$ cat config.mk
export PLATFORM = sky130hd
export DESIGN_NAME = rotated_sprite_grid_generator
export DESIGN_NICKNAME = d
export VERILOG_FILES = /design/src/rtl/rsgg_pkg.sv /design/src/rtl/rsgg_slice.sv /design/src/rtl/rotated_sprite_grid_generator.sv
export SDC_FILE = /design/constraint.sdc
export NUM_CORES = 1
export LEC_CHECK = 0
export BUFFER_PORTS_ARGS = -buffer_cell sky130_fd_sc_hd__buf_2
export CORE_UTILIZATION = 52
export CTS_BUF_LIST = sky130_fd_sc_hd__clkbuf_8
export DETAILED_ROUTE_END_ITERATION = 8
export PLACE_DENSITY = 0.8
export SLEW_MARGIN = 10
export SYNTH_ARGS = -nofsm -noshare
export SYNTH_HDL_FRONTEND = slang
export SYNTH_SLANG_ARGS = --single-unit
$ cat constraint.sdc
create_clock -name clk_i -period 8.6 [get_ports clk_i]
set_input_delay 2.15 -clock clk_i [delete_from_list [all_inputs] [get_ports clk_i]]
set_output_delay 2.15 -clock clk_i [all_outputs]
set_load 0.01 [all_outputs]
$ cat src/rtl/rsgg_pkg.sv
// Shared types, grid constants and slice arithmetic for the rotated sprite grid generator.
// Depends on nothing; imported by rsgg_slice, rotated_sprite_grid_generator and tb_top.
`default_nettype none

package rsgg_pkg;

  // Slicing grid. Both sizes must be powers of two so that every slice edge is exact.
  localparam int GRID_COLUMNS = 16;
  localparam int GRID_ROWS    = 4;
  localparam int MAX_RECORDS  = 64;

  localparam int COL_SHIFT = $clog2(GRID_COLUMNS);
  localparam int ROW_SHIFT = $clog2(GRID_ROWS);

  // Records emitted per request; the grid is cut off at the record limit.
  localparam int TOTAL_RECORDS =
      (GRID_ROWS * GRID_COLUMNS > MAX_RECORDS) ? MAX_RECORDS : GRID_ROWS * GRID_COLUMNS;
  localparam logic [5:0] LAST_IDX = 6'(TOTAL_RECORDS - 1);

  // Rotation register codes. Any code above the 180 degree one acts as 270 degrees.
  localparam logic [1:0] ROT_0   = 2'd0;
  localparam logic [1:0] ROT_90  = 2'd1;
  localparam logic [1:0] ROT_180 = 2'd2;

  // One latched request word.
  typedef struct packed {
    logic [10:0] rect_x;
    logic [10:0] rect_y;
    logic [9:0]  rect_width;
    logic [9:0]  rect_height;
    logic [9:0]  tex_width;
    logic [9:0]  tex_height;
  } req_t;

  // One sprite record word.
  typedef struct packed {
    logic [5:0]  slice_index;
    logic [15:0] x_start;
    logic [15:0] y_start;
    logic [15:0] x_end;
    logic [15:0] y_end;
    logic [13:0] u_start;
    logic [13:0] v_start;
    logic [13:0] u_end;
    logic [13:0] v_end;
    logic        last_slice;
  } rec_t;

  // Edge offset floor(d * 16 * k / GRID_COLUMNS) with 4 fraction bits, k at most GRID_COLUMNS.
  function automatic logic [13:0] part_cols(input logic [9:0] d, input logic [6:0] k);
    logic [20:0] prod;
    prod = {7'd0, d, 4'd0} * {14'd0, k};
    return 14'(prod >> COL_SHIFT);
  endfunction

  // Edge offset floor(d * 16 * k / GRID_ROWS) with 4 fraction bits, k at most GRID_ROWS.
  function automatic logic [13:0] part_rows(input logic [9:0] d, input logic [6:0] k);
    logic [20:0] prod;
    prod = {7'd0, d, 4'd0} * {14'd0, k};
    return 14'(prod >> ROW_SHIFT);
  endfunction

endpackage

`default_nettype wire

$ cat src/rtl/rsgg_slice.sv
// Combinational geometry of one sprite slice: screen and texture corners from the latched
// request, the rotation code and the slice index. Depends on rsgg_pkg.
`default_nettype none

module rsgg_slice (
  input  rsgg_pkg::req_t     req_i,
  input  logic [1:0]         rotation_i,
  input  logic [5:0]         index_i,
  output rsgg_pkg::rec_t     rec_o
);
  import rsgg_pkg::*;

  logic [6:0]  row_k;
  logic [6:0]  col_k;
  logic [16:0] x_base;
  logic [16:0] y_base;
  logic [16:0] x_far;
  logic [16:0] y_far;
  logic [13:0] w_col_s, w_col_e, w_row_s, w_row_e;
  logic [13:0] h_col_s, h_col_e, h_row_s, h_row_e;
  logic [16:0] xs, xe, ys, ye;

  // Row and column of this slice in the row-major grid.
  assign row_k = 7'(index_i / GRID_COLUMNS);
  assign col_k = 7'(index_i % GRID_COLUMNS);

  // Rectangle corners in fixed point, wide enough that no sum overflows.
  assign x_base = {{2{req_i.rect_x[10]}}, req_i.rect_x, 4'd0};
  assign y_base = {{2{req_i.rect_y[10]}}, req_i.rect_y, 4'd0};
  assign x_far  = x_base + {3'd0, req_i.rect_width, 4'd0};
  assign y_far  = y_base + {3'd0, req_i.rect_height, 4'd0};

  // Edge offsets along both grid directions.
  assign w_col_s = part_cols(req_i.rect_width, col_k);
  assign w_col_e = part_cols(req_i.rect_width, col_k + 7'd1);
  assign w_row_s = part_rows(req_i.rect_width, row_k);
  assign w_row_e = part_rows(req_i.rect_width, row_k + 7'd1);
  assign h_col_s = part_cols(req_i.rect_height, col_k);
  assign h_col_e = part_cols(req_i.rect_height, col_k + 7'd1);
  assign h_row_s = part_rows(req_i.rect_height, row_k);
  assign h_row_e = part_rows(req_i.rect_height, row_k + 7'd1);

  // Screen corners depend on the walk direction set by the rotation.
  always_comb begin
    unique case (rotation_i)
      ROT_0: begin
        xs = x_base + {3'd0, w_col_s};
        xe = x_base + {3'd0, w_col_e};
        ys = y_base + {3'd0, h_row_s};
        ye = y_base + {3'd0, h_row_e};
      end
      ROT_90: begin
        xs = x_far - {3'd0, w_row_s};
        xe = x_far - {3'd0, w_row_e};
        ys = y_base + {3'd0, h_col_s};
        ye = y_base + {3'd0, h_col_e};
      end
      ROT_180: begin
        xs = x_far - {3'd0, w_col_s};
        xe = x_far - {3'd0, w_col_e};
        ys = y_far - {3'd0, h_row_s};
        ye = y_far - {3'd0, h_row_e};
      end
      default: begin
        xs = x_base + {3'd0, w_row_s};
        xe = x_base + {3'd0, w_row_e};
        ys = y_far - {3'd0, h_col_s};
        ye = y_far - {3'd0, h_col_e};
      end
    endcase
  end

  // Assemble the record; the texture grid always runs row by row from zero.
  always_comb begin
    rec_o.slice_index = index_i;
    rec_o.x_start     = xs[15:0];
    rec_o.y_start     = ys[15:0];
    rec_o.x_end       = xe[15:0];
    rec_o.y_end       = ye[15:0];
    rec_o.u_start     = part_cols(req_i.tex_width, col_k);
    rec_o.u_end       = part_cols(req_i.tex_width, col_k + 7'd1);
    rec_o.v_start     = part_rows(req_i.tex_height, row_k);
    rec_o.v_end       = part_rows(req_i.tex_height, row_k + 7'd1);
    rec_o.last_slice  = (index_i == LAST_IDX);
  end

endmodule

`default_nettype wire

$ cat src/rtl/rotated_sprite_grid_generator.sv
// Top level of the rotated sprite grid generator: request latch, slice counter and record
// register around the slice geometry. Depends on rsgg_pkg and rsgg_slice.
// Start loads the request latch and slice counter, then one record per cycle is registered.
// Each request yields 64 records, set by the slice counter; busy drops
// during the last slice, so the next request starts without a gap.
// Reset clears the rotation to 0 degrees and returns the block to idle.
// The receiver cannot stall: each record is shown for one cycle under result_valid_o.
`default_nettype none

module rotated_sprite_grid_generator (
  input  logic               clk_i,
  input  logic               rst_ni,
  input  logic               start,
  output logic               busy,
  input  logic signed [10:0] rect_x_i,
  input  logic signed [10:0] rect_y_i,
  input  logic [9:0]         rect_width_i,
  input  logic [9:0]         rect_height_i,
  input  logic [9:0]         tex_width_i,
  input  logic [9:0]         tex_height_i,
  input  logic               cfg_valid_i,
  output logic               cfg_ready_o,
  input  logic [1:0]         cfg_data_i,
  output logic               result_valid_o,
  output logic [5:0]         slice_index_o,
  output logic signed [15:0] x_start_o,
  output logic signed [15:0] y_start_o,
  output logic signed [15:0] x_end_o,
  output logic signed [15:0] y_end_o,
  output logic [13:0]        u_start_o,
  output logic [13:0]        v_start_o,
  output logic [13:0]        u_end_o,
  output logic [13:0]        v_end_o,
  output logic               last_slice_o
);
  import rsgg_pkg::*;

  logic [1:0] rotation_q;
  logic       emitting_q, emitting_d;
  logic [5:0] counter_q, counter_d;
  req_t       req_q;
  rec_t       rec_d, rec_q;
  logic       valid_q;
  logic       at_last;
  logic       accept;

  // Rotation register, written whenever a word arrives on the configuration channel.
  assign cfg_ready_o = 1'b1;

  always_ff @(posedge clk_i or negedge rst_ni) begin
    if (!rst_ni) begin
      rotation_q <= ROT_0;
    end else if (cfg_valid_i && cfg_ready_o) begin
      rotation_q <= cfg_data_i;
    end
  end

  // A new request is taken while idle or during the final slice of the current one.
  assign at_last = emitting_q && (counter_q == LAST_IDX);
  assign busy    = emitting_q && !at_last;
  assign accept  = start && !busy;

  always_comb begin
    emitting_d = emitting_q;
    counter_d  = counter_q;
    if (accept) begin
      emitting_d = 1'b1;
      counter_d  = '0;
    end else if (at_last) begin
      emitting_d = 1'b0;
      counter_d  = '0;
    end else if (emitting_q) begin
      counter_d  = counter_q + 6'd1;
    end
  end

  always_ff @(posedge clk_i or negedge rst_ni) begin
    if (!rst_ni) begin
      emitting_q <= 1'b0;
      counter_q  <= '0;
    end else begin
      emitting_q <= emitting_d;
      counter_q  <= counter_d;
    end
  end

  // Request latch.
  always_ff @(posedge clk_i) begin
    if (accept) begin
      req_q.rect_x      <= rect_x_i;
      req_q.rect_y      <= rect_y_i;
      req_q.rect_width  <= rect_width_i;
      req_q.rect_height <= rect_height_i;
      req_q.tex_width   <= tex_width_i;
      req_q.tex_height  <= tex_height_i;
    end
  end

  // Slice geometry for the current counter value.
  rsgg_slice u_slice (
    .req_i      (req_q),
    .rotation_i (rotation_q),
    .index_i    (counter_q),
    .rec_o      (rec_d)
  );

  // Record register and its strobe.
  always_ff @(posedge clk_i or negedge rst_ni) begin
    if (!rst_ni) begin
      valid_q <= 1'b0;
    end else begin
      valid_q <= emitting_q;
    end
  end

  always_ff @(posedge clk_i) begin
    if (emitting_q) begin
      rec_q <= rec_d;
    end
  end

  assign result_valid_o = valid_q;
  assign slice_index_o  = rec_q.slice_index;
  assign x_start_o      = rec_q.x_start;
  assign y_start_o      = rec_q.y_start;
  assign x_end_o        = rec_q.x_end;
  assign y_end_o        = rec_q.y_end;
  assign u_start_o      = rec_q.u_start;
  assign v_start_o      = rec_q.v_start;
  assign u_end_o        = rec_q.u_end;
  assign v_end_o        = rec_q.v_end;
  assign last_slice_o   = rec_q.last_slice;

  // A taken request starts at slice zero in the next cycle.
  a_start_slice_zero: assert property (@(posedge clk_i) disable iff (!rst_ni)
    accept |=> emitting_q && (counter_q == '0))
    else $error("request did not start at slice zero");

  // Every slice in work produces a record in the following cycle.
  a_record_follows: assert property (@(posedge clk_i) disable iff (!rst_ni)
    emitting_q |=> result_valid_o && (slice_index_o == $past(counter_q)))
    else $error("record missing or out of order");

  // No record appears when no slice was in work.
  a_no_stray_record: assert property (@(posedge clk_i) disable iff (!rst_ni)
    !emitting_q |=> !result_valid_o)
    else $error("record without a request");

  // The last flag marks exactly the final slice index.
  a_last_flag: assert property (@(posedge clk_i) disable iff (!rst_ni)
    result_valid_o |-> (last_slice_o == (slice_index_o == LAST_IDX)))
    else $error("last flag on wrong slice");

endmodule

`default_nettype wire

==> metrics.cfg <==
[cts]
cts-root-buf = clkbuf_8
path_clk_slew_ps = 130
post-cts-setup-buffers = 0
h-tree-depth = 4
numCtsBuffers = 17
insertion_delay_ps = 600
cts.sinks = 195
hold_buffers = 0
cts_resized = 0
cts.path.max_buffers = 2
cts_tree = yes

[synthesis]
yosys-top-cells-area = edfxtp_1 22%, ha_1 16%, fa_1 12%, xnor2_1 5.1%, and2_1 4.8%
seq_area_frac_synth_pct = 23.1
synth_top_area_cell = edfxtp_1
synth_ff_type = edfxtp_1
avgSynthCellArea_um2 = 8.95
yosys_warnings = 0
async_flop_share_pct = 5.13
ys_ff_latch = 195
yosysTopAreaCellShare_pct = 22.1
synth.cell_area_mm2 = 0.0252
synth.distinct_cells = 76
syn-instance-count = 2812
synth_edf_count = 185

[final_layout]
most-common-layout-cells = 330 x ha_1, 293 x nand2_1, 282 x inv_1
final_common_cell = ha_1
drive_gt1_share_pct = 9.77
final_util_pct = 56.6
fin_nets = 3486
synthToLayoutAreaGrowth_pct = 7.47

[min_path]
hold_path_class = flop to flop

[sta]
setup_violations = 0
relSlewSlack_pct = 32.0
hold_viol_final = 0
finClkSkew_ps = 31.4
drv_slew = 0
tns_ps = 0
tightest_slew_ps = 1020
post-route-period-util_pct = 80.6
finalCriticalPeriod_ps = 6930
max_freq_ghz = 0.144
layout_setup_ws_ps = 1670
rsz0062_at_grt = no

[global_route]
overflow = 0
grt_pass1_vias = 20700
antenna_found_initial = 1
track_usage_pct = 27.4
grt_pass1_wl_mm = 106
grt_max_degree = 77

[placement]
dp_slack_ps = 1690
dp_hpwl_mm = 52.0
gp_congestion = 0.946
numPortBuffers = 192

[drt]
antenna_left = 0
post_drt_via_cell_ratio = 5.79
wl_per_cell_um = 18.5
drc_errors = 0
first_pass_iters = 5
first_iter_violations = 1556
dr_total_vias = 20600
wl_mm = 65.9

[critical_path]
worst-path-buf-inv = 4
endpoint_kind = flop
path_max_fanout = 30
criticalPathCategory = flop to flop
critical_path_arrival_ps = 7290
required_ps = 8960
slowest_delay_ps = 590
worstSetupStartpointType = flop
crit_top_cell = fa_1
critPathTopFamily = adder cells
critPathSlowestCell = dfrtp_1

[floorplanning]
io-pin-count = 198
fp.dieW_um = 222
rows = 80
start_util_pct = 52.7
die_h_um = 222
core-area_mm2 = 0.0477
die-area_mm2 = 0.0493

[run]
drv_cap = 0

[status]
status = completed

-- logic make-up after synthesis --
| group | count (synthesis) | share of synthesized area, % |
|---|---|---|
| simple gates | 884 | 17.5 |
| fa+ha+maj | 483 | 28.6 |
| mux | 51 | 2.04 |
| other cells | 2 | 0.0299 |
| xor+xnor | 244 | 8.57 |
| compound gates | 561 | 14.2 |
| flops | 195 | 23.1 |
| buf+inv | 392 | 5.93 |
-- layout make-up --
cell class / count / area (µm²)
antenna: 1 / 2.50
clock buffer: 17 / 234
clock inverter: 15 / 161
fill: 4136 / 20700
inverter: 281 / 1050
multi-input combinational: 2228 / 17900
sequential: 195 / 5820
tap: 615 / 769
timing repair buffer: 212 / 1110
-- path summary, 6_finish.rpt --
path                                           from                         to  slack, ps  depth (start not counted)
max in group asynchronous                    rst_ni  rotation_q[0]$_DFFE_PN0P_       6830                          1
hold / removal                   req_q[0]$_DFFE_PP_     v_start_o[2]$_DFFE_PP_        700                          1
min in group asynchronous                    rst_ni   result_valid_o$_DFF_PN0_       1460                          1
setup reg to reg           counter_q[2]$_DFFE_PN0P_      x_end_o[14]$_DFFE_PP_       1670                         26
setup / recovery           counter_q[2]$_DFFE_PN0P_      x_end_o[14]$_DFFE_PP_       1670                         26
hold reg to reg                  req_q[0]$_DFFE_PP_     v_start_o[2]$_DFFE_PP_        700                          1
-- registers in the layout (all words and copies together), names as in the netlist, 2 cells and up --
name / cells
u_end_o: 14
v_start_o: 12
y_start_o: 16
y_end_o: 16
slice_index_o: 6
counter_q: 6
v_end_o: 12
u_start_o: 14
x_start_o: 16
x_end_o: 16
rotation_q: 2
req_q: 62
-- worst register-to-register path, stage by stage, from the launching register on --
cell and delay [ps]:
dfrtp_1 590, buf_4 340, nand3_1 160, xnor2_2 180
buf_4 320, and2_1 210, fa_1 440, fa_1 490
inv_1 50, fa_1 480, inv_1 50, ha_1 310
o21ai_0 120, a21boi_0 130, o21a_1 200, o21a_1 190
o21ai_0 150, nor2b_1 170, xor2_1 310, mux2i_1 120
ha_1 260, o41ai_1 530, o21bai_1 130, a21oi_1 190
xnor2_1 140, a21oi_1 50, or3_1 400
-- Yosys cell counts (22+ instances only) --
library cell  instances
o21ai_1              30
o21bai_1             28
nand2_1             293
nor2_1              143
a211oi_1             25
o21ai_0             101
mux2i_1              49
nand2b_1             72
or3_1                23
o21a_1               22
edfxtp_1            185
and2_1              191
clkbuf_1             89
a21o_1               59
nor2b_1              54
fa_1                153
inv_1               281
xor2_1               96
ha_1                330
xnor2_1             147
a21oi_1             173
o211ai_1             22
nor3_1               38
-- per-stage QoR --
| step | instance area, µm² | std cells | hold slack [ps] |
|---|---|---|---|
| 2_1_floorplan | 25200 | 2815 | 423 |
| 3_3_place_gp | 26600 | 3531 | 630 |
| 3_5_place_dp | 26600 | 3531 | 673 |
| 4_1_cts | 27000 | 3563 | 717 |
| 5_1_grt | 27000 | 3563 | 743 |
| 6_report | 27000 | 3564 | 704 |
-- routing by layer --
metal | routed length, µm | vias up | global-route usage, %
met5 | 13 | - | 0
met4 | 1280 | 2 | 7.91
met3 | 4810 | 87 | 4.94
met2 | 29700 | 715 | 43.4
met1 | 30100 | 10000 | 38.1
li1 | - | 9788 | -
Power is left out: the tool's default activity adds up to more than one toggle a clock period on the data nets, which glitch-free logic cannot reach.
